`src/design/assembler_token_scanner_top_assert.svh`:
```
// assertion helpers for the token scanner
`ifndef ASSEMBLER_TOKEN_SCANNER_TOP_ASSERT_SVH
`define ASSEMBLER_TOKEN_SCANNER_TOP_ASSERT_SVH

// same-cycle implication, held off during reset
`define ATS_ASSERT_IMPL(label, ante, cons) \
    label: assert property (@(posedge clk) disable iff (!rst_n) (ante) |-> (cons)) \
        else $error("token scanner check failed");

// next-cycle implication, held off during reset
`define ATS_ASSERT_NEXT(label, ante, cons) \
    label: assert property (@(posedge clk) disable iff (!rst_n) (ante) |=> (cons)) \
        else $error("token scanner check failed");

`endif

```
`src/design/ats_pkg.sv`:
```
`timescale 1ns / 1ps
package ats_pkg;

    localparam longint MAX_BUFFER = 65536;
    localparam logic [16:0] POS_BOUND =
        (MAX_BUFFER < 64'h1FFFF) ? 17'(MAX_BUFFER) : 17'h1FFFF;
    localparam logic [16:0] LEN_CAP = 17'h10000;

    localparam logic [7:0] CH_UNDERSCORE = 8'h5F;
    localparam logic [7:0] CH_HASH       = 8'h23;
    localparam logic [7:0] CH_NEWLINE    = 8'h0A;
    localparam logic [7:0] CH_COLON      = 8'h3A;

    localparam int FIFO_DEPTH = 4;
    localparam int FIFO_AW    = $clog2(FIFO_DEPTH);
    localparam int FIFO_CW    = $clog2(FIFO_DEPTH + 1);

    typedef enum logic [2:0] {
        KIND_NUMBER  = 3'd0,
        KIND_IDENT   = 3'd1,
        KIND_COLON   = 3'd2,
        KIND_EOF     = 3'd3,
        KIND_INVALID = 3'd4
    } kind_t;

    typedef enum logic [4:0] {
        MODE_IDLE    = 5'b00001,
        MODE_NUM     = 5'b00010,
        MODE_IDENT   = 5'b00100,
        MODE_COMMENT = 5'b01000,
        MODE_DROP    = 5'b10000
    } mode_t;

    typedef struct packed {
        kind_t       kind;
        logic [15:0] start;
        logic [16:0] length;
        logic        last_of_run;
    } ats_result_t;

    // results of one byte, first slot filled before second
    typedef struct packed {
        logic [1:0]  n;
        ats_result_t r0;
        ats_result_t r1;
    } ats_push_t;

    function automatic logic is_digit(input logic [7:0] c);
        return (c >= 8'h30) && (c <= 8'h39);
    endfunction

    function automatic logic is_ident_char(input logic [7:0] c);
        return is_digit(c) || ((c >= 8'h61) && (c <= 8'h7A)) ||
               ((c >= 8'h41) && (c <= 8'h5A)) || (c == CH_UNDERSCORE);
    endfunction

    function automatic logic is_space(input logic [7:0] c);
        return (c == 8'h20) || ((c >= 8'h09) && (c <= 8'h0D));
    endfunction

    function automatic logic [15:0] sat_start(input logic [16:0] p);
        return (p > 17'h0FFFF) ? 16'hFFFF : p[15:0];
    endfunction

    function automatic logic [16:0] token_len(input logic [16:0] e, input logic [15:0] s);
        logic [16:0] d;
        d = (e >= {1'b0, s}) ? (e - {1'b0, s}) : 17'd0;
        return (d > LEN_CAP) ? LEN_CAP : d;
    endfunction

endpackage

```
`src/design/ats_scan.sv`:
```
`timescale 1ns / 1ps
`include "assembler_token_scanner_top_assert.svh"
module ats_scan (
    input  logic              clk,
    input  logic              rst_n,
    input  logic              byte_valid,
    output logic              byte_stall,
    input  logic [7:0]        ch,
    input  logic              last,
    input  logic              room,
    output ats_pkg::ats_push_t push
);
    import ats_pkg::*;

    logic        in_vld_reg, in_vld_next;
    logic [7:0]  ch_reg;
    logic        last_reg;
    mode_t       mode_reg, mode_next;
    logic [15:0] ts_reg, ts_next;
    logic [16:0] pos_reg, pos_next;
    logic        skip_reg, skip_next;

    logic        adv;
    logic [16:0] endp;
    logic        cont;
    logic        f_hit, c_hit, e_hit;
    ats_result_t f_res, c_res, e_res;
    ats_result_t r0, r1;
    logic [1:0]  n;

    assign adv         = in_vld_reg && room;
    assign byte_stall  = in_vld_reg && !room;
    assign in_vld_next = byte_stall ? in_vld_reg : byte_valid;

    always_ff @(posedge clk or negedge rst_n)
    begin
        if (!rst_n)
        begin
            in_vld_reg <= 1'b0;
        end
        else
        begin
            in_vld_reg <= in_vld_next;
        end
    end

    // byte holding register
    always_ff @(posedge clk)
    begin
        if (byte_valid && !byte_stall)
        begin
            ch_reg   <= ch;
            last_reg <= last;
        end
    end

    always_comb
    begin
        mode_next = mode_reg;
        ts_next   = ts_reg;
        pos_next  = pos_reg;
        skip_next = skip_reg;
        f_hit     = 1'b0;
        c_hit     = 1'b0;
        e_hit     = 1'b0;
        f_res     = '0;
        c_res     = '0;
        e_res     = '0;
        endp      = (pos_reg >= POS_BOUND) ? POS_BOUND : (pos_reg + 17'd1);
        cont      = ((mode_reg == MODE_NUM) && is_digit(ch_reg)) ||
                    ((mode_reg == MODE_IDENT) && is_ident_char(ch_reg));

        unique case (mode_reg)
            MODE_COMMENT:
            begin
                if (ch_reg == CH_NEWLINE)
                begin
                    mode_next = MODE_IDLE;
                end
            end
            MODE_DROP:
            begin
                mode_next = MODE_DROP;
            end
            MODE_IDLE, MODE_NUM, MODE_IDENT:
            begin
                if (!cont)
                begin
                    if ((mode_reg == MODE_NUM) || (mode_reg == MODE_IDENT))
                    begin
                        // token ended by this byte
                        f_hit        = 1'b1;
                        f_res.kind   = (mode_reg == MODE_NUM) ? KIND_NUMBER : KIND_IDENT;
                        f_res.start  = ts_reg;
                        f_res.length = token_len(pos_reg, ts_reg);
                        mode_next    = MODE_IDLE;
                        skip_next    = 1'b0;
                    end
                    priority if (is_space(ch_reg))
                    begin
                        skip_next = 1'b1;
                    end
                    else if (ch_reg == CH_HASH)
                    begin
                        mode_next = MODE_COMMENT;
                        skip_next = 1'b1;
                    end
                    else if (is_digit(ch_reg))
                    begin
                        mode_next = MODE_NUM;
                        ts_next   = sat_start(pos_reg);
                    end
                    else if (is_ident_char(ch_reg))
                    begin
                        mode_next = MODE_IDENT;
                        ts_next   = sat_start(pos_reg);
                    end
                    else if (ch_reg == CH_COLON)
                    begin
                        c_hit        = 1'b1;
                        c_res.kind   = KIND_COLON;
                        c_res.start  = sat_start(pos_reg);
                        c_res.length = 17'd1;
                        skip_next    = 1'b0;
                    end
                    else
                    begin
                        c_hit        = 1'b1;
                        c_res.kind   = KIND_INVALID;
                        c_res.start  = sat_start(pos_reg);
                        c_res.length = 17'd1;
                        mode_next    = MODE_DROP;
                    end
                end
            end
            default:
            begin
                mode_next = MODE_IDLE;
            end
        endcase

        if (last_reg)
        begin
            if ((mode_next == MODE_NUM) || (mode_next == MODE_IDENT))
            begin
                e_hit        = 1'b1;
                e_res.kind   = (mode_next == MODE_NUM) ? KIND_NUMBER : KIND_IDENT;
                e_res.start  = ts_next;
                e_res.length = token_len(endp, ts_next);
            end
            else if ((mode_next != MODE_DROP) && skip_next)
            begin
                e_hit        = 1'b1;
                e_res.kind   = KIND_EOF;
                e_res.start  = sat_start(endp);
                e_res.length = 17'd0;
            end
            mode_next = MODE_IDLE;
            ts_next   = 16'd0;
            pos_next  = 17'd0;
            skip_next = 1'b0;
        end
        else
        begin
            pos_next = endp;
        end
    end

    // pack the up to two results into slot order
    always_comb
    begin
        r0 = f_hit ? f_res : (c_hit ? c_res : e_res);
        r1 = (f_hit && c_hit) ? c_res : e_res;
        n  = 2'({1'b0, f_hit} + {1'b0, c_hit} + {1'b0, e_hit});
        r0.last_of_run = (n == 2'd1);
        r1.last_of_run = 1'b1;
    end

    assign push.n  = adv ? n : 2'd0;
    assign push.r0 = r0;
    assign push.r1 = r1;

    always_ff @(posedge clk or negedge rst_n)
    begin
        if (!rst_n)
        begin
            mode_reg <= MODE_IDLE;
            ts_reg   <= 16'd0;
            pos_reg  <= 17'd0;
            skip_reg <= 1'b0;
        end
        else if (adv)
        begin
            mode_reg <= mode_next;
            ts_reg   <= ts_next;
            pos_reg  <= pos_next;
            skip_reg <= skip_next;
        end
    end

    `ATS_ASSERT_IMPL(a_pos_bound, 1'b1, pos_reg <= POS_BOUND)
    `ATS_ASSERT_IMPL(a_start_in_token,
        (mode_reg == MODE_NUM) || (mode_reg == MODE_IDENT), {1'b0, ts_reg} <= pos_reg)
    `ATS_ASSERT_IMPL(a_drop_silent, adv && (mode_reg == MODE_DROP), push.n == 2'd0)
    `ATS_ASSERT_IMPL(a_two_results, push.n == 2'd2, f_hit && (c_hit || e_hit))
    `ATS_ASSERT_NEXT(a_last_restarts, adv && last_reg, pos_reg == 17'd0)

endmodule

```
`src/design/ats_result_fifo.sv`:
```
`timescale 1ns / 1ps
module ats_result_fifo (
    input  logic              clk,
    input  logic              rst_n,
    input  ats_pkg::ats_push_t push,
    output logic              room,
    output logic              token_valid,
    input  logic              token_stall,
    output logic [2:0]        kind,
    output logic [15:0]       start_res,
    output logic [16:0]       length,
    output logic              last_of_run
);
    import ats_pkg::*;

    ats_result_t               mem_reg [FIFO_DEPTH];
    logic [FIFO_AW-1:0]        wr_reg, wr_next;
    logic [FIFO_AW-1:0]        rd_reg, rd_next;
    logic [FIFO_CW-1:0]        cnt_reg, cnt_next;
    logic                      pop;
    ats_result_t               head;

    assign token_valid = (cnt_reg != '0);
    assign pop         = token_valid && !token_stall;
    // room for a full pair of results from one byte
    assign room        = (cnt_reg <= FIFO_CW'(FIFO_DEPTH - 2));

    assign wr_next  = wr_reg + FIFO_AW'(push.n);
    assign rd_next  = rd_reg + FIFO_AW'(pop);
    assign cnt_next = cnt_reg + FIFO_CW'(push.n) - FIFO_CW'(pop);

    always_ff @(posedge clk or negedge rst_n)
    begin
        if (!rst_n)
        begin
            wr_reg  <= '0;
            rd_reg  <= '0;
            cnt_reg <= '0;
        end
        else
        begin
            wr_reg  <= wr_next;
            rd_reg  <= rd_next;
            cnt_reg <= cnt_next;
        end
    end

    always_ff @(posedge clk)
    begin
        if (push.n != 2'd0)
        begin
            mem_reg[wr_reg] <= push.r0;
        end
        if (push.n == 2'd2)
        begin
            mem_reg[wr_reg + FIFO_AW'(1)] <= push.r1;
        end
    end

    assign head        = mem_reg[rd_reg];
    assign kind        = head.kind;
    assign start_res   = head.start;
    assign length      = head.length;
    assign last_of_run = head.last_of_run;

endmodule

```
`src/design/assembler_token_scanner_top.sv`:
```
// path: an accepted byte is held in the byte register, then its results are written into the result queue
// throughput: one byte per cycle while each byte yields at most one result and the output does
// not stall; results leave one at a time, and the four-entry result queue absorbs bursts
// reset: rst_n is asynchronous and active low, it empties the byte register and the result
// queue and returns the scanner to idle at offset zero
`timescale 1ns / 1ps
module assembler_token_scanner_top (
    input  logic        clk,
    input  logic        rst_n,
    input  logic        byte_valid,
    output logic        byte_stall,
    input  logic [7:0]  ch,
    input  logic        last,
    output logic        token_valid,
    input  logic        token_stall,
    output logic [2:0]  kind,
    output logic [15:0] start_res,
    output logic [16:0] length,
    output logic        last_of_run
);
    import ats_pkg::*;

    // results of one byte, handed from the scanner to the queue
    ats_push_t push;
    // queue can take a full pair of results this cycle
    logic      room;

    // byte register, mode and offset state and the classification logic;
    // the scanner moves a byte on only when the queue has space for two results
    ats_scan u_scan (
        .clk        (clk),
        .rst_n      (rst_n),
        .byte_valid (byte_valid),
        .byte_stall (byte_stall),
        .ch         (ch),
        .last       (last),
        .room       (room),
        .push       (push)
    );

    // result queue, parts the scanner from the downstream stall so that a
    // waiting token does not hold back the next byte
    ats_result_fifo u_fifo (
        .clk         (clk),
        .rst_n       (rst_n),
        .push        (push),
        .room        (room),
        .token_valid (token_valid),
        .token_stall (token_stall),
        .kind        (kind),
        .start_res   (start_res),
        .length      (length),
        .last_of_run (last_of_run)
    );

endmodule

```
`config.mk`:
```
export PLATFORM = sky130hd
export DESIGN_NAME = assembler_token_scanner_top
export DESIGN_NICKNAME = d
export VERILOG_FILES = /design/src/design/ats_pkg.sv /design/src/design/ats_scan.sv /design/src/design/ats_result_fifo.sv /design/src/design/assembler_token_scanner_top.sv
export VERILOG_INCLUDE_DIRS = /design/src /design/src/design
export SDC_FILE = /design/constraint.sdc
export NUM_CORES = 1
export LEC_CHECK = 0
export BUFFER_PORTS_ARGS = -buffer_cell sky130_fd_sc_hd__buf_2
export CAP_MARGIN = 20
export CORE_MARGIN = 2
export CORE_UTILIZATION = 40
export CTS_BUF_LIST = sky130_fd_sc_hd__clkbuf_2
export DETAILED_ROUTE_END_ITERATION = 10
export GPL_TIMING_DRIVEN = 0
export SETUP_SLACK_MARGIN = 0.02
export SLEW_MARGIN = 10
export SYNTH_ARGS = -nofsm -noshare
export SYNTH_HDL_FRONTEND = slang
export SYNTH_SLANG_ARGS = --single-unit
```
`constraint.sdc`:
```
create_clock -name clk -period 6.85 [get_ports clk]
set_clock_uncertainty 0.1 [all_clocks]
set_input_delay 0 -clock clk [delete_from_list [all_inputs] [get_ports clk]]
set_output_delay 0 -clock clk [all_outputs]
set_load 0.02 [all_outputs]
```
Word-level counts from Yosys, hierarchy flattened --
Memories as Yosys holds them, arrays and structs flattened. Cells that the tools add are included.
Operators by class: add/sub/neg operators 10, $lt $le $gt $ge 16, equality and inequality tests 15, mux-type cells 69, reduce and logical (&&, ||, !) cells 25
Operator list (count):
- two-way mux 36 bit | 12
- two-way mux 16 bit | 9
- two-way mux 37 bit | 3
- two-way mux 17 bit | 6
- two-way mux 5 bit | 9
- two-way mux 35 bit | 1
- greater-or-equal comparator 17 x 16 -> 1 bit | 2
- greater-than comparator 17 x 16 -> 1 bit, second input constant | 2
- greater-than comparator 17 bit, second input constant | 2
- subtractor 17 x 16 -> 17 bit | 2
- two-way mux 1 bit | 27
- == test 8 x 6 -> 1 bit, second input constant | 3
- adder 17 x 1 -> 17 bit, second input constant | 1
- greater-or-equal comparator 17 bit, second input constant | 1
- greater-or-equal comparator 8 x 7 -> 1 bit, second input constant | 2
- less-or-equal comparator 8 x 7 -> 1 bit, second input constant | 2
- case mux 5 bit (3 select lines) | 1
- logical AND 1 bit | 12
- == test 5 x 2 -> 1 bit, second input constant | 2
- == test 5 x 3 -> 1 bit, second input constant | 2
- == test 8 x 4 -> 1 bit, second input constant | 1
- == test 8 x 7 -> 1 bit, second input constant | 1
- greater-or-equal comparator 8 x 4 -> 1 bit, second input constant | 1
- greater-or-equal comparator 8 x 6 -> 1 bit, second input constant | 1
- 21 further kinds | 30
Storage, ports and cells: output and inout bits 39, bits in registers 56, logic and storage cells 146, memories kept 1, memory bits (writable) 148
Memory list:
- u_fifo.mem_reg | depth 4, width 37, rd ports 1, clocked after memory_dff 0, wr ports 2, line ats_result_fifo.sv:16 | ats_result_t mem_reg [FIFO_DEPTH];

Depth between registers and ports, before layout --
depth after elaboration 21, depth in mapped cells 22, gate-level depth less buffers 21

Modules after synthesis --
A second synthesis with hierarchy kept.
Unflattened totals: cells, all modules 1235, area total of the unflattened synthesis 13643.1 um2
Modules (own cells, without submodules):
- ats_result_fifo | area each 7526.0 um2, cells each 398, times used 1
- ats_scan | area each 6117.1 um2, cells each 837, times used 1

Worst setup path before layout --
Ideal clock, no wire load.
path kind register to register, from register u_scan.ch_reg[1], to memory u_fifo.mem_reg[0][10] in the netlist's numbering (enable), setup slack 1.967 ns, period minus slack after synthesis 4.883 ns, required time 6.356 ns, cell stages (with the launch flop) 13, arrival time 4.389 ns, cell sequence edfxtp_1 nor2b_1 a22o_1 a2111oi_4 nor2_4 inv_2 buf_2 clkbuf_1 fa_1 a21oi_1 or3b_2 clkbuf_1 nand2_1
RTL lines:
- from (decl) | line ats_scan.sv:16 | logic [7:0] ch_reg;
- from (signal assigned) | line ats_scan.sv:52 | ch_reg <= ch;
- to (decl) | line ats_result_fifo.sv:16

==> metrics <==
status=complete, no violations; total gr overflow=0; DR WL met2=20570 um; Clock Latency Late Sink=roughly 0.95 ns; cell taking the most area after synthesis=edfxtp_1; row cnt=66; Initial Utilization=0.4054; P&R area growth vs syn=13.35%; sequential fraction of the synthesis area=0.4448; placer congestion estimate=0.9957; max-slew violations=0; worst reg-to-reg path cell count=20; Post-CTS Setup Bufs=0; Top FF cell, synth=edfxtp_1; CP Data Required Time=between 7 and 8 ns; max FFs per register=148; DR vias/cell=~6.2; area share of the largest cell type after synthesis=0.3492; syn nets=1314; hold slack final=between 0.09 and 0.1 ns; antenna violations before repair=1; Die Ht=~190 um; most frequent cells in the layout=edfxtp_1, nand2_1, o22ai_1, nor2_1, clkbuf_2; Leak=5.224 nW; CP endpoint kind=register; Rel. slew slack=0.2808; Max Buffers Root-to-Sink=3; post-placement cell area=roughly 0.014 mm^2; H-tree depth=2; routed wire length on met3=~4000 um; Layout Nets=~1500; Seq cells post-synth=~200; Hold Path Depth=3; Final Cycle Share=0.9683; Sink Count=a little over 200; FF-to-FF End=u_fifo.mem_reg[0][14]$_DFFE_PP_; CP Class=register to register; Worst VDD drop=approximately 0.17 mV; Syn Area/Cell=approximately 10 um^2; Routed WL per cell=between 20 and 25 um; most common library cell in the layout ignoring fill and taps=edfxtp_1; total of max-cap violations=0; layout cell share with drive strength beyond 1=0.1756; netlist area before placement=between 0.01 and 0.015 mm^2; Post-synth EDFFs=~150; Area contributors post-synth=edfxtp_1, dfrtp_1, mux4_2, o22ai_1, ha_1; hold endpoint=u_scan.ch_reg[2]$_DFFE_PP_; P per Cell Area=378.6 mW/mm^2; vias in the first global route=approximately 11000; RSZ-0062 raised after global routing=no; Worst R2R Start=u_scan.pos_reg[1]$_DFFE_PN0P_; Arr. time, crit path=approximately 7 ns; largest net degree at the start of global routing=25; crit path max fanout=10; flop-to-flop setup slack=about 0.22 ns; fin crit period=~6.6 ns; Synthesis Warnings=0; hold path startpoint=byte_valid; first-pass GRT wire length=approximately 69000 um; Final Hold Fails=0; detailed placer's ending HPWL=about 34000 um; Num CTS Buffers=54; Hold Path Class=primary input to register; Post-synth ARST share=0.2304; total power=between 0.005 and 0.006 W; Final ANT Viol Nets=0; DR top layer=met4; final instance area=~0.015 mm^2; num ports=52; Netlist cell types=approximately 90; Fmax=between 0.15 and 0.2 GHz; I/O Buffers=51; Clk pin slew, worst setup/hold paths=0.11 ns; synthesized instance count=1257; startpoint types=register; final wirelength=between 40000 and 50000 um; drt initial violations=~1400; WL met1=approximately 19000 um; Die Area=roughly 0.034 mm^2; Root Buffer=clkbuf_2; Tightest Pin Transition=between 1 and 1.5 ns; Tot GR Track Use=0.2701; Die W=185.4 um; core footprint=between 0.03 and 0.04 mm^2; DRC violations left=0; number of iterations in the first detailed-routing pass=5; Final setup viols=0; vias=roughly 12000; TritonCTS clock tree=done
power by group:
group | switching, W | internal [W] | total (W) | leakage [nW]
Combinational | 0.00204 | 0.00107 | 0.00311 | 2.77
Clock | 0.000552 | 0.000355 | 0.000907 | 0.390
Sequential | 0.000100 | 0.00153 | 0.00163 | 2.06
worst max-delay path by stage:
stage	start	end	slack, ns	cells after the start
floorplan	u_scan.ch_reg[1]$_DFFE_PP_	u_fifo.mem_reg[0][10]$_DFFE_PP_	1.97	12
global placement	u_scan.pos_reg[16]$_DFFE_PN0P_	u_fifo.mem_reg[2][1]$_DFFE_PP_	0.006	17
detailed placement	u_scan.pos_reg[16]$_DFFE_PN0P_	u_fifo.mem_reg[2][1]$_DFFE_PP_	-0.02	19
CTS	u_scan.pos_reg[16]$_DFFE_PN0P_	u_fifo.mem_reg[3][10]$_DFFE_PP_	0.09	20
global route	u_scan.pos_reg[1]$_DFFE_PN0P_	u_fifo.mem_reg[0][14]$_DFFE_PP_	0.03	20
finish	u_scan.pos_reg[1]$_DFFE_PN0P_	u_fifo.mem_reg[0][14]$_DFFE_PP_	0.22	20
worst max-delay path: stages (launching register included):
cell	delay (ns)
dfrtp_1	0.55
ha_1	0.26
nand3_1	0.21
nor2_1	0.31
and3_1	0.28
and3_1	0.18
ha_1	0.27
clkbuf_1	0.39
o21bai_1	0.23
mux2i_1	0.50
ha_1	0.42
a21o_1	0.19
a21oi_1	0.31
o21ai_0	0.19
a21oi_1	0.17
o21ai_1	0.19
a221oi_1	0.45
and3_1	0.33
a21oi_1	0.15
buf_2	0.23
o32ai_1	0.44
Yosys cell counts (6+ instances only):
cell type	instances
o21bai_1	9
o31ai_1	6
dfrtp_1	46
o21ai_2	10
nand3_1	31
ha_1	40
or3_1	8
a31oi_1	10
mux2i_1	13
nand4_1	9
xnor2_1	28
and3_1	9
inv_1	42
nor2b_1	12
o22ai_1	98
and2_1	18
o21ai_0	57
o21ai_1	17
buf_2	21
nand2_1	104
xor2_1	15
a22o_1	10
mux4_2	37
nand2b_1	31
edfxtp_1	153
o221ai_1	9
a21oi_1	52
buf_1	7
nor2_1	88
a21o_1	11
clkbuf_1	47
nor3_1	18
o32ai_1	52
o21a_1	13
timing repair:
| action | CTS | global route |
|---|---|---|
| gates resized for setup | 1 | 5 |
| setup endpoints to repair | 3 | 64 |
| hold buffers | 26 | 0 |
| hold endpoints to repair | 71 | 0 |
metrics by stage:
| stage | utilization | setup TNS [ns] | setup WS (ns) | instances |
|---|---|---|---|---|
| global placement | 0.4303 | 0 | 0.005697 | 1750 |
| floorplan | - | 0 | 1.967 | 1257 |
| finish | 0.4595 | 0 | 0.2173 | 1884 |
| global route | 0.4595 | 0 | 0.03447 | 1884 |
| CTS | 0.4592 | 0 | 0.09098 | 1883 |
| detailed placement | 0.4348 | -0.01793 | -0.01793 | 1755 |
final cells by class:
type	count	area, um^2
Buffer	79	346.6
Antenna cell	1	2.502
Inverter	44	165.2
Sequential cell	204	5852
Fill cell	3131	17540
Multi-Input combinational cell	930	6820
Clock inverter	22	117.6
Clock buffer	80	400.4
Timing Repair Buffer	82	655.6
Tap cell	442	553.0
logic make-up (layout without fill, tap and decap cells):
logic type | after synthesis | in the layout | share of synthesized area
buffers and inverters | 123 | 307 | 0.03880
adders and majority gates | 44 | 44 | 0.04413
other | 0 | 1 | 0
xor gates and xnor gates | 43 | 43 | 0.02863
AOI/OAI and AO/OA | 423 | 423 | 0.2269
DFF | 204 | 204 | 0.4448
and+or+nand+nor | 369 | 369 | 0.1427
muxes | 51 | 51 | 0.07408
layer usage:
metal / up-vias / global-route usage
li1: 5261 / -
met4: 0 / 0.1273
met3: 97 / 0.06115
met1: 5739 / 0.3625
met2: 579 / 0.4137
met5: - / 0
Note: power is estimated with default switching activity, not from simulation.
